## config.mk

```make
export PLATFORM = sky130hd
export DESIGN_NAME = irfe_queue
export DESIGN_NICKNAME = d
export VERILOG_FILES = /design/src/hw/rtl/irfe_pkg.sv /design/src/hw/rtl/irfe_queue.sv
export SDC_FILE = /design/constraint.sdc
export NUM_CORES = 1
export LEC_CHECK = 0
export BUFFER_PORTS_ARGS = -buffer_cell sky130_fd_sc_hd__buf_2
export CORE_MARGIN = 5
export CORE_UTILIZATION = 50
export DETAILED_ROUTE_END_ITERATION = 6
export PLACE_DENSITY = 0.8
export SLEW_MARGIN = 15
export SYNTH_ARGS = -nofsm -noshare
export SYNTH_HDL_FRONTEND = slang
export SYNTH_SLANG_ARGS = --single-unit
```

## constraint.sdc

```tcl
create_clock -name clk -period 3.2 [get_ports clk]
set_input_delay 0.64 -clock clk [delete_from_list [all_inputs] [get_ports clk]]
set_output_delay 0.64 -clock clk [all_outputs]
set_load 0.05 [all_outputs]
```

## src/hw/rtl/irfe_pkg.sv

```systemverilog
package irfe_pkg;

  localparam int MAX_SIDE_DEF = 256;

  localparam int COORD_W   = 8;
  localparam int SIZE_W    = 9;
  localparam int CHAN_W    = 8;
  localparam int RGB_W     = 3 * CHAN_W;
  localparam int NUM_W     = COORD_W + SIZE_W;
  localparam int IN_DATA_W = 2 * COORD_W + RGB_W;
  localparam int CFG_IDX_W = 3;

  // Quotient of a resample divide is below the source size, so SIZE_W steps.
  localparam int DIV_STEPS = SIZE_W;

  localparam int Q_DEPTH = 4;
  localparam int Q_PTR_W = $clog2(Q_DEPTH);

  localparam logic [SIZE_W-1:0] SIZE_RESET = 9'd256;
  localparam logic [CHAN_W-1:0] FILL_GREEN = 8'd255;

  localparam logic OP_WRITE = 1'b0;
  localparam logic OP_READ  = 1'b1;

  typedef enum logic [CFG_IDX_W-1:0] {
    REG_MODE,
    REG_IN_WIDTH,
    REG_IN_HEIGHT,
    REG_OUT_WIDTH,
    REG_OUT_HEIGHT
  } irfe_reg_t;

  typedef enum logic [1:0] {
    MODE_RESAMPLE,
    MODE_MIRROR_H,
    MODE_MIRROR_V,
    MODE_ROTATE
  } irfe_mode_t;

  // What the back end does with a queued request.
  typedef enum logic [1:0] {
    KIND_WRITE,
    KIND_READ,
    KIND_DIV,
    KIND_FILL
  } irfe_kind_t;

  typedef struct packed {
    irfe_mode_t          mode;
    logic [SIZE_W-1:0]   in_w;
    logic [SIZE_W-1:0]   in_h;
    logic [SIZE_W-1:0]   out_w;
    logic [SIZE_W-1:0]   out_h;
  } irfe_cfg_t;

  // a_num/b_num: column/row terms. Source coordinates for writes and direct
  // reads, dividends for resample reads. rgb is red in the lowest byte.
  typedef struct packed {
    irfe_kind_t          kind;
    logic [NUM_W-1:0]    a_num;
    logic [NUM_W-1:0]    b_num;
    logic [RGB_W-1:0]    rgb;
  } irfe_entry_t;

endpackage

```

## src/hw/rtl/irfe_queue.sv

```systemverilog
module irfe_queue (
  input  logic                   clk,
  input  logic                   rst_n,
  input  logic                   push,
  input  irfe_pkg::irfe_entry_t  push_entry,
  input  logic                   pop,
  output irfe_pkg::irfe_entry_t  head,
  output logic                   not_empty,
  output logic                   full
);
  import irfe_pkg::*;

  irfe_entry_t        q_mem [Q_DEPTH];
  logic [Q_PTR_W-1:0] wr_ptr_r;
  logic [Q_PTR_W-1:0] rd_ptr_r;
  logic [Q_PTR_W:0]   count_r;

  assign head      = q_mem[rd_ptr_r];
  assign not_empty = (count_r != '0);
  assign full      = (count_r == (Q_PTR_W + 1)'(Q_DEPTH));

  always_ff @(posedge clk) begin
    if (!rst_n) begin
      wr_ptr_r <= '0;
      rd_ptr_r <= '0;
      count_r  <= '0;
    end else begin
      if (push) begin
        wr_ptr_r <= wr_ptr_r + 1'b1;
      end
      if (pop) begin
        rd_ptr_r <= rd_ptr_r + 1'b1;
      end
      if (push && !pop) begin
        count_r <= count_r + 1'b1;
      end else if (pop && !push) begin
        count_r <= count_r - 1'b1;
      end
    end
  end

  always_ff @(posedge clk) begin
    if (push) begin
      q_mem[wr_ptr_r] <= push_entry;
    end
  end

  a_no_overflow: assert property (@(posedge clk) disable iff (!rst_n)
    push |-> !full) else $error("queue push while full");

  a_no_underflow: assert property (@(posedge clk) disable iff (!rst_n)
    pop |-> not_empty) else $error("queue pop while empty");

  a_count_up: assert property (@(posedge clk) disable iff (!rst_n)
    (push && !pop) |=> (count_r == $past(count_r) + 1'b1))
    else $error("queue count lost a push");

endmodule

```

-- After elaboration in Yosys (flattened, before gate mapping)
Memories as Yosys holds them, arrays and structs flattened. A register that Yosys moved wholly into a read port is not among the register bits.
Index checks and enable logic that the tools add are counted.
- bits in registers: 7
- latch bits: 0
- bits in writable memories: 240
- bits in read-only memories: 0
- input bits: 64
- output and inout bits: 62
- logic and storage cells: 21
- memories kept: 1
- add/subtract/negate cells: 4
- multiply operators: 0
- div/mod/pow operators: 0
- magnitude comparators: 0
- eq/ne operators: 1
- shift-type cells: 0
- mux-type cells: 6
- bitwise gates (word level): 0
- reduce and logical (&&, ||, !) cells: 6
- memories (name ; words ; width ; rd ports ; clocked after Yosys merged registers in ; wr ports ; RTL line ; RTL):
    q_mem ; 4 ; 60 ; 1 ; 1 ; 1 ; irfe_queue.sv:13 ; irfe_entry_t q_mem [Q_DEPTH];
- operator list (kind ; number):
    $mux W3 ; 2
    $add A2 B1 Y2 const B ; 2
    $mux W2 ; 2
    $add A3 B1 Y3 const B ; 1
    $eq A3 B3 Y1 const B ; 1
    $reduce_bool A3 Y1 ; 1
    $sub A3 B1 Y3 const B ; 1
    $logic_and A1 B1 Y1 ; 2
    $logic_not A1 Y1 ; 2
    $mux W1 ; 2
    $reduce_bool A2 Y1 ; 1

-- Longest topological paths before layout
- depth in word-level cells: 4
- depth in mapped cells: 7
- depth with buffers taken out: 7

-- Least setup slack after synthesis
Ideal clock, no wire load.
- path type: in2reg
- start point: in push
- end point: mem q_mem[0][0] in the netlist's numbering (enable)
- setup time: 0.424 ns
- arrival time: 2.057 ns
- slack: 0.719 ns
- stages on the path: 1
- buffers on the path: 0
- cell sequence: and2_1
- longest elaborated chain between the ends: 2
- RTL lines (what ; RTL line ; RTL):
    start, declared ; irfe_queue.sv:4 ; input logic push,
    $mux W1 ; irfe_queue.sv:43 ; if (push) begin
    $mux W1 (not written as such) ; irfe_queue.sv:44 ; q_mem[wr_ptr_r] <= push_entry;
    end, declared ; irfe_queue.sv:13 ;
Every way passes these cells.

==> flow_metrics.tcl <==
set metrics [dict create \
    area_growth_pct 18.7 \
    drt_iter0_drc 248 \
    leakage_nw 3.70 \
    core_area_mm2 0.0180 \
    cts_buffers 24 \
    cts_setup_buffers 0 \
    track_usage_pct 15.0 \
    yosys.area.top_type_share_pct 78.6 \
    crit_required_ns 2.56 \
    grt_pass1_vias 4532 \
    fin_tns_setup_ns 0 \
    cts_resized 0 \
    via_per_inst 5.42 \
    wl_um 15900 \
    hp-start "push_entry[11]" \
    drive_above_1_share_pct 45.0 \
    worst_pin_slew_ns 0.925 \
    cp-start-kind "register" \
    n_antenna_cell 0 \
    wire_per_inst_um 21.3 \
    cp_max_fo 38 \
    initial_core_util_pct 50.9 \
    postCtsHoldBufs 0 \
    grt_max_degree 61 \
    syn_area_per_cell_um2 25.7 \
    synth_area_leaders "edfxtp_1 (79%), mux4_2 (15%), dfxtp_1 (2.0%), buf_12 (1.3%), ha_1 (0.68%)" \
    h-tree-depth 1 \
    hold_class "in -> reg" \
    dp_hpwl_um 9190 \
    peakVddDrop_v 0.000486 \
    rr_startpoint "wr_ptr_r[0]" \
    vias 4036 \
    drcViolationCount 0 \
    die_y_um 145 \
    drv_cap 0 \
    finalSetupViolCount 0 \
    path_clk_slew_ns 0.06 \
    netlist_top_cells_count "edfxtp_1 (240), mux4_2 (60), and2_1 (9), dfxtp_1 (9)" \
    clock-root-buffer "clkbuf_16" \
    relSlewSlack_pct 38.3 \
    rsz0062_at_grt "false" \
    synth_area_mm2 0.00917 \
    cp.arrival_ns 2.00 \
    nets 567 \
    clk_latency_ns 0.50 \
    slew_violations 0 \
    drt-pass1-iter-count 4 \
    die_width_um 145 \
    finClkSkew_ns 0.00518 \
    worstSetupPathType "reg -> out" \
    antenna_found_initial 0 \
    num_rows 49 \
    fmax_mhz 379 \
    synth.most_common_cell "edfxtp_1" \
    outcome "completed" \
    synthFlopType "edfxtp_1" \
    setup.worst_path.end_class "output pin" \
    ff2ff_path_depth 3 \
    yosysSeqAreaShare_pct 80.6 \
    final_core_util_pct 60.4 \
    hold_end "q_mem[1][11]" \
    period_share_pct 82.4 \
    rrSetupSlack_ns 1.42 \
    grt_pass1_wl_um 25300 \
    synth_cell_types 20 \
    p_per_area_mw_per_mm2 733 \
    netlist_instances 357 \
    die-area_mm2 0.0211 \
    ys_async_sr_fraction_pct 0 \
    ioPinCount 126 \
    cts.sinks 249 \
    cts_tree "yes" \
    mappedNetlistNets 427 \
    synth_edf_count 240 \
    gp_congestion 0.696 \
    ys_ff_latch 249 \
    period_needed_ns 2.64 \
    grt-ovfl-total 0 \
    synth_warnings 0 \
    rr_endpoint "q_mem[2][45]" \
    hold_viol 0 \
    hold-path-cell-count 1 \
    antenna_left 0 \
    clk_path_buf_depth 3 \
    synth_top_cell_by_area "edfxtp_1" \
    portBuffers 125 \
]
-- layout make-up --
class | count | area [um2]
fill | 1282 | 7140
sequential | 249 | 7390
timing repair buffer | 128 | 686
clock buffer | 29 | 641
tap | 229 | 287
clock inverter | 15 | 250
inverter | 4 | 15.0
multi-input combinational | 90 | 1610
-- cells by family (layout without fill, tap and decap cells) --
logic type,count (synthesis),in the layout,synth area share [%]
flip-flops,249,249,80.6
buffers and inverters,18,176,1.96
XOR/XNOR,5,5,0.478
multiplexers,62,62,15.0
AND/OR/NAND/NOR,15,15,1.01
adder cells (fa/ha/maj),6,6,0.901
AO/OA/AOI/OAI,2,2,0.136
-- report_power, final --
part	total (mW)	internal, mW	switching [mW]
Clock	3.13	1.99	1.14
Sequential	3.80	3.74	0.0542
Combinational	1.05	0.321	0.729
-- placed cells by master (no fill, tap or decap), drive strengths merged --
master	count
nor2b	2
clkinvlp	1
nor3b	1
mux4	60
xnor2	2
a21boi	1
buf	128
clkinv	7
clkbuf	29
fa	1
or3	2
o21ai	1
nand2	1
and2	9
mux2i	2
inv	4
ha	5
edfxtp	240
bufinv	7
dfxtp	9
xor2	3
-- registers in the layout, indices dropped and copies added, names as in the netlist, named ones only --
signal / count
count_r: 3
q_mem: 240
rd_ptr_r: 2
wr_ptr_r: 2
-- worst max path at each step --
stage	from	end	cells past startpoint
finish	register	head[57]	3
global route	register	head[57]	3
CTS	register	head[57]	3
detailed placement	push	count_r[2]	7
global placement	register	head[56]	3
floorplan	push	q_mem[0][0]	1
-- critical path: stages, from the launching register on --
cell and delay (ns):
dfxtp_4 0.57, buf_12 0.30, mux4_2 0.37, buf_2 0.23
-- routing by layer --
metal  vias to the layer above  wire (um)  GRT usage (%)
met1                      2105       6560           20.2
li1                       1798          -              -
met4                         0        198           3.08
met2                       115       8170           25.2
met5                         -          0              0
met3                        18        955           3.77
-- through the flow --
step / cell area [um2] / setup slack [ns] / hold WS, ns / cells / total power, mW
after floorplan: 9170 / 0.719 / 0.467 / 357 / 4.68
final: 10900 / 0.565 / 0.350 / 744 / 7.98
after global routing: 10900 / 0.463 / 0.329 / 744 / 8.27
after global placement: 9990 / 1.06 / 0.484 / 700 / 4.91
after CTS: 10900 / 0.525 / 0.329 / 744 / 8.06
after detailed placement: 9990 / 0.923 / 0.549 / 700 / 4.94
(Power assumes the default switching activity.)
