$ cat src/hw/rtl/irfe_pkg.sv
package irfe_pkg;

  localparam int MAX_SIDE_DEF = 256;

  localparam int COORD_W   = 8;
  localparam int SIZE_W    = 9;
  localparam int CHAN_W    = 8;
  localparam int RGB_W     = 3 * CHAN_W;
  localparam int NUM_W     = COORD_W + SIZE_W;
  localparam int IN_DATA_W = 2 * COORD_W + RGB_W;
  localparam int CFG_IDX_W = 3;

  // Quotient of a resample divide is below the source size, so SIZE_W steps.
  localparam int DIV_STEPS = SIZE_W;

  localparam int Q_DEPTH = 4;
  localparam int Q_PTR_W = $clog2(Q_DEPTH);

  localparam logic [SIZE_W-1:0] SIZE_RESET = 9'd256;
  localparam logic [CHAN_W-1:0] FILL_GREEN = 8'd255;

  localparam logic OP_WRITE = 1'b0;
  localparam logic OP_READ  = 1'b1;

  typedef enum logic [CFG_IDX_W-1:0] {
    REG_MODE,
    REG_IN_WIDTH,
    REG_IN_HEIGHT,
    REG_OUT_WIDTH,
    REG_OUT_HEIGHT
  } irfe_reg_t;

  typedef enum logic [1:0] {
    MODE_RESAMPLE,
    MODE_MIRROR_H,
    MODE_MIRROR_V,
    MODE_ROTATE
  } irfe_mode_t;

  // What the back end does with a queued request.
  typedef enum logic [1:0] {
    KIND_WRITE,
    KIND_READ,
    KIND_DIV,
    KIND_FILL
  } irfe_kind_t;

  typedef struct packed {
    irfe_mode_t          mode;
    logic [SIZE_W-1:0]   in_w;
    logic [SIZE_W-1:0]   in_h;
    logic [SIZE_W-1:0]   out_w;
    logic [SIZE_W-1:0]   out_h;
  } irfe_cfg_t;

  // a_num/b_num: column/row terms. Source coordinates for writes and direct
  // reads, dividends for resample reads. rgb is red in the lowest byte.
  typedef struct packed {
    irfe_kind_t          kind;
    logic [NUM_W-1:0]    a_num;
    logic [NUM_W-1:0]    b_num;
    logic [RGB_W-1:0]    rgb;
  } irfe_entry_t;

endpackage

$ cat src/hw/rtl/irfe_front.sv
module irfe_front #(
  parameter int MAX_SIDE = irfe_pkg::MAX_SIDE_DEF
) (
  input  irfe_pkg::irfe_cfg_t             cfg,
  input  logic                            in_valid,
  output logic                            in_ready,
  input  logic                            op,
  input  logic [irfe_pkg::COORD_W-1:0]    col,
  input  logic [irfe_pkg::COORD_W-1:0]    row,
  input  logic [irfe_pkg::RGB_W-1:0]      rgb,
  input  logic                            q_full,
  output logic                            push,
  output irfe_pkg::irfe_entry_t           entry
);
  import irfe_pkg::*;

  logic [SIZE_W-1:0] col9;
  logic [SIZE_W-1:0] row9;
  logic              in_area;
  logic              wr_ok;

  assign col9  = SIZE_W'(col);
  assign row9  = SIZE_W'(row);
  assign wr_ok = (32'(col) < 32'(MAX_SIDE)) && (32'(row) < 32'(MAX_SIDE));

  always_comb begin
    entry       = '0;
    entry.rgb   = rgb;
    in_area     = 1'b0;
    if (op == OP_WRITE) begin
      entry.kind  = KIND_WRITE;
      entry.a_num = NUM_W'(col);
      entry.b_num = NUM_W'(row);
    end else begin
      case (cfg.mode)
        MODE_RESAMPLE: begin
          in_area     = (col9 < cfg.out_w) && (row9 < cfg.out_h);
          entry.a_num = NUM_W'(col) * NUM_W'(cfg.in_w);
          entry.b_num = NUM_W'(row) * NUM_W'(cfg.in_h);
        end
        MODE_MIRROR_H: begin
          in_area     = (col9 < cfg.in_w) && (row9 < cfg.in_h);
          entry.a_num = NUM_W'(cfg.in_w - 9'd1 - col9);
          entry.b_num = NUM_W'(row9);
        end
        MODE_MIRROR_V: begin
          in_area     = (col9 < cfg.in_w) && (row9 < cfg.in_h);
          entry.a_num = NUM_W'(col9);
          entry.b_num = NUM_W'(cfg.in_h - 9'd1 - row9);
        end
        default: begin
          in_area     = (col9 < cfg.in_h) && (row9 < cfg.in_w);
          entry.a_num = NUM_W'(row9);
          entry.b_num = NUM_W'(cfg.in_h - 9'd1 - col9);
        end
      endcase
      if (!in_area) begin
        entry.kind = KIND_FILL;
      end else if (cfg.mode == MODE_RESAMPLE) begin
        entry.kind = KIND_DIV;
      end else begin
        entry.kind = KIND_READ;
      end
    end
  end

  // Drop writes that fall outside the store: they never reach the queue.
  assign in_ready = !q_full;
  assign push     = in_valid && !q_full && ((op != OP_WRITE) || wr_ok);

endmodule

$ cat config.mk
export PLATFORM = sky130hd
export DESIGN_NAME = irfe_front
export DESIGN_NICKNAME = d
export VERILOG_FILES = /design/src/hw/rtl/irfe_pkg.sv /design/src/hw/rtl/irfe_front.sv
export SDC_FILE = /design/constraint.sdc
export NUM_CORES = 1
export LEC_CHECK = 0
export BUFFER_PORTS_ARGS = -buffer_cell sky130_fd_sc_hd__buf_4
export CAP_MARGIN = 10
export CORE_MARGIN = 2
export CORE_UTILIZATION = 45
export DETAILED_ROUTE_END_ITERATION = 8
export PLACE_DENSITY = 0.66
export SETUP_SLACK_MARGIN = 0.3
export SLEW_MARGIN = 5
export SYNTH_ARGS = -nofsm -noshare
export SYNTH_HDL_FRONTEND = slang
export SYNTH_SLANG_ARGS = --single-unit
$ cat constraint.sdc
create_clock -name vclk -period 7.2
set_clock_uncertainty 0.2 [all_clocks]
set_input_delay 1.08 -clock vclk [all_inputs]
set_output_delay 1.08 -clock vclk [all_outputs]
set_load 0.1 [all_outputs]
* Yosys cells after proc, flatten, opt, wreduce, memory -nomap -nowiden
Cells that the tools add are included.
** Storage, ports and cells
- Register bits after elaboration :: 0
- ROM bits :: 0
- Memories :: 0
- Output and inout port bits :: 62
- Bits in latches :: 0
- Memory bits (writable) :: 0
- Word-level logic and storage cells :: 28
- Input bits :: 81
** Operators by class
- Shifts and indexed selects :: 0
- Bitwise logic cells :: 0
- Divide/modulo/power cells :: 0
- Eq/ne operators :: 2
- Reduce and logical (&&, ||, !) cells :: 7
- Magnitude comparators :: 6
- Add/sub/neg operators :: 5
- Multiply operators :: 2
- Mux-type cells :: 6
** Operators by type and width (count)
- $pmux W34 S3 :: 1
- $lt A8 B9 Y1 :: 6
- $mux W36 :: 1
- $mul A8 B9 Y17 :: 2
- $sub A10 B9 Y11 :: 2
- $sub A9 B1 Y10 const B :: 2
- $sub A17 B8 Y17 :: 1
- $logic_and A1 B1 Y1 :: 4
- $mux W2 :: 2
- $eq A2 B1 Y1 const B :: 1
- $eq A2 B2 Y1 const B :: 1
- $logic_not A2 Y1 :: 1
- $pmux W1 S2 :: 1
- $reduce_or A2 Y1 :: 1
- $logic_not A1 Y1 :: 1
- $mux W1 :: 1

* Depth between registers and ports, before layout
- Depth in word-level cells :: 6
- Mapped depth :: 18
- Gate-level depth less buffers :: 18

* Worst setup path after synthesis
No wires, ideal clock.
- Kind :: input port to output port
- Start :: input port row[6] (netlist name)
- End :: output port entry[38] (netlist name)
- Cell stages on the path :: 16
- Setup slack :: -0.372 ns
- Arrival time :: 6.292 ns
- Cells stage by stage :: clkinv_1 > nor2_1 > fa_1 > fa_1 > fa_1 > inv_1 > fa_1 > inv_1 > ha_1 > a2111oi_0 > o21ai_1 > a31oi_1 > o21ai_1 > xor2_1 > nand2_1 > a21oi_1
** RTL lines
- start: declaration :: RTL line irfe_front.sv:9 : input logic [irfe_pkg::COORD_W-1:0] row,
- end: declaration :: RTL line irfe_front.sv:13 : output irfe_pkg::irfe_entry_t entry

==> results.py <==
metrics = {
    "final_layout": {
        "seq_cell_count": 0,
        "layout_commonest_cell": "ha_1",
        "final_cell_count_no_fill": 1340,
        "final_cell_mix": "ha_1 (162), inv_1 (158), buf_4 (123), nor2_1 (116), fa_1 (86)",
        "syn2layout_area_growth_pct": 18.0,
        "nClkBuffers": 0,
        "diodes": 0,
        "stdcell_area_um2": 9390,
        "finish.net_count": 1450,
        "nFillCells": 1671,
        "seqCellArea_um2": 0,
        "final_layout_size_suffix_gt1_share_pct": 19.4,
    },
    "critical_path": {
        "crit_required_ps": 5920,
        "setup.worst_path.end_class": "output port",
        "cp.arrival_ps": 5540,
        "path_class": "in2out",
        "critPathMaxFanout": 6,
        "crit_path_start_kind": "input port",
    },
    "power_and_ir_drop": {
        "p_sw_share_pct": 62.3,
        "p_clk_share_pct": 0,
        "leakage_nw": 4.74,
        "finalPower_mw": 1.81,
        "powerDensity_nw_per_um2": 193,
        "power.share.sequential_pct": 0,
        "max-vdd-ir-drop_mv": 0.295,
        "p_sw_mw": 1.13,
        "internal-power_uw": 683,
        "pwr-share-comb_pct": 100.0,
    },
    "floorplan": {
        "dieHeight_um": 137,
        "coreArea_um2": 17300,
        "boundaryPins": 143,
        "row_count": 48,
        "die_x_um": 137,
        "start_util_pct": 46.0,
        "die-area_um2": 18800,
    },
    "place": {
        "portBuffers": 95,
        "hpwl_um": 19800,
        "placed_area_um2": 9060,
        "dp.cells": 1334,
        "preCtsSetupSlack_ps": 98.7,
        "place.gp.congestion": 0.954,
    },
    "synthesis": {
        "synth_nets": 1351,
        "avgSynthCellArea_um2": 7.81,
        "syn_inst": 1018,
        "yosysSeqAreaShare_pct": 0,
        "synth_cell_type_count": 69,
        "synth_area_um2": 7950,
        "ys_warn_count": 0,
    },
    "route": {
        "drc": 0,
        "drtAntennaViolNets": 0,
        "drt_iter0_markers": 504,
        "drtPass1Iterations": 5,
        "routed_wl_um": 23900,
        "wl_per_cell_um": 17.8,
        "vias_per_cell": 5.64,
        "vias": 7555,
    },
    "timing": {
        "worst_slack_ps": 378,
        "rsz0062_at_grt": "true",
        "setup_tns_ps": 0,
        "final-setup-viol-count": 0,
        "final_hold_viol_count": 0,
        "fmax_mhz": 147,
        "worst_pin_slew_ps": 1010,
        "period_needed_ps": 6820,
        "period_share_pct": 94.8,
        "slew-limit-headroom_pct": 32.1,
        "drv_slew": 0,
    },
    "clocking": {
        "postCtsHoldBufs": 0,
    },
    "global_route": {
        "grt_use_total_pct": 25.9,
        "grt_max_degree": 29,
        "antenna_found_initial": 0,
        "grt_pass1_wl_um": 38500,
        "grt_overflow_total": 0,
        "grt_pass1_vias": 7400,
    },
    "min_path": {
        "hp-class": "in2out",
    },
    "status": {
        "status": "complete, no violations",
    },
    "run": {
        "max_cap_violations": 0,
    },
}
-- stage by stage --
step / hold WS [ps] / util [%]
4_1_cts: 1960 / 52.7
2_1_floorplan: 2170 / -
3_5_place_dp: 1960 / 52.4
6_report: 1960 / 54.3
5_1_grt: 1960 / 54.3
3_3_place_gp: 1960 / 52.4
-- final timing paths --
check	startpoint	end	cells after the start
hold / removal	rgb[0]	entry[0]	0
setup / recovery	row[7]	entry[40]	18
-- cells by family (layout without fill, tap and decap cells) --
family	count (synthesis)	count (layout)	share of synthesized area, %
AO/OA/AOI/OAI	231	231	19.7
XOR/XNOR	48	48	5.38
adder cells (fa/ha/maj)	252	252	47.9
buffers and inverters	220	317	11.6
multiplexers	4	4	0.535
AND/OR/NAND/NOR	263	263	14.9
-- synthesized netlist by cell type, types with 3 or more instances --
library cell	n	area share, %
nor3_1	17	1.1
clkinv_1	15	0.71
nand2b_1	10	0.79
a211o_1	3	0.33
a21oi_1	47	3.0
inv_2	6	0.28
nor2b_1	8	0.63
a211oi_1	13	1.2
o21a_1	18	1.7
xnor2_1	29	3.2
a21o_1	15	1.4
nor2_1	132	6.2
fa_1	87	22
buf_4	24	2.3
o21ai_0	34	2.1
and2_1	6	0.47
clkbuf_1	11	0.52
o21ai_1	17	1.1
inv_1	161	7.6
nand4_1	3	0.24
o31ai_1	7	0.66
o211ai_1	6	0.57
xor2_1	18	2.0
o22ai_1	7	0.55
ha_1	165	26
o221ai_1	6	0.66
o31a_1	6	0.66
o2111ai_1	4	0.44
o21bai_1	8	0.76
nand2_1	60	2.8
nand3_1	8	0.50
a221oi_1	13	1.4
or3_1	4	0.31
a31oi_1	6	0.47
-- power groups by stage --
| stage | sequential [mW] | combinational (mW) | clock [mW] |
|---|---|---|---|
| 6_report | 0 | 1.81 | 0 |
| 2_1_floorplan | 0 | 1.33 | 0 |
| 4_1_cts | 0 | 1.71 | 0 |
| 5_1_grt | 0 | 2.00 | 0 |
| 3_3_place_gp | 0 | 1.65 | 0 |
| 3_5_place_dp | 0 | 1.67 | 0 |
-- area by class of cell --
type / count / area, um2 / share of cell area (%)
Timing Repair Buffer: 135 / 1100 / 11.7
Tap cell: 225 / 282 / 3.00
Inverter: 182 / 723 / 7.70
Multi-Input combinational cell: 798 / 7280 / 77.6
-- worst max-delay path, stage by stage --
cell and delay, ps:
buf_4 130, inv_2 120, nor2_1 90, fa_1 510
fa_1 520, fa_1 550, inv_1 60, fa_1 520
inv_1 40, ha_2 320, a2111oi_4 360, o21ai_1 180
a31oi_4 220, o21ai_2 110, a31oi_1 180, mux2i_1 200
o21ba_2 170, buf_12 170
-- timing repair --
| action | 4_1_cts | 5_1_grt |
|---|---|---|
| pin swaps | 2 | 13 |
| gates cloned | 0 | 0 |
| buffers inserted | 1 | 5 |
| resized for setup | 14 | 62 |
| setup endpoints to repair | 3 | 17 |
-- layer usage --
metal / global-route usage [%] / up-vias / part of all wire [%]
li1: - / 3631 / -
met1: 38.7 / 3609 / 47
met2: 41.6 / 286 / 45
met4: 3.61 / 0 / 1.5
met5: 0 / - / 0
met3: 1.81 / 29 / 6.6
No activity file was read; power rests on OpenSTA's default activity.
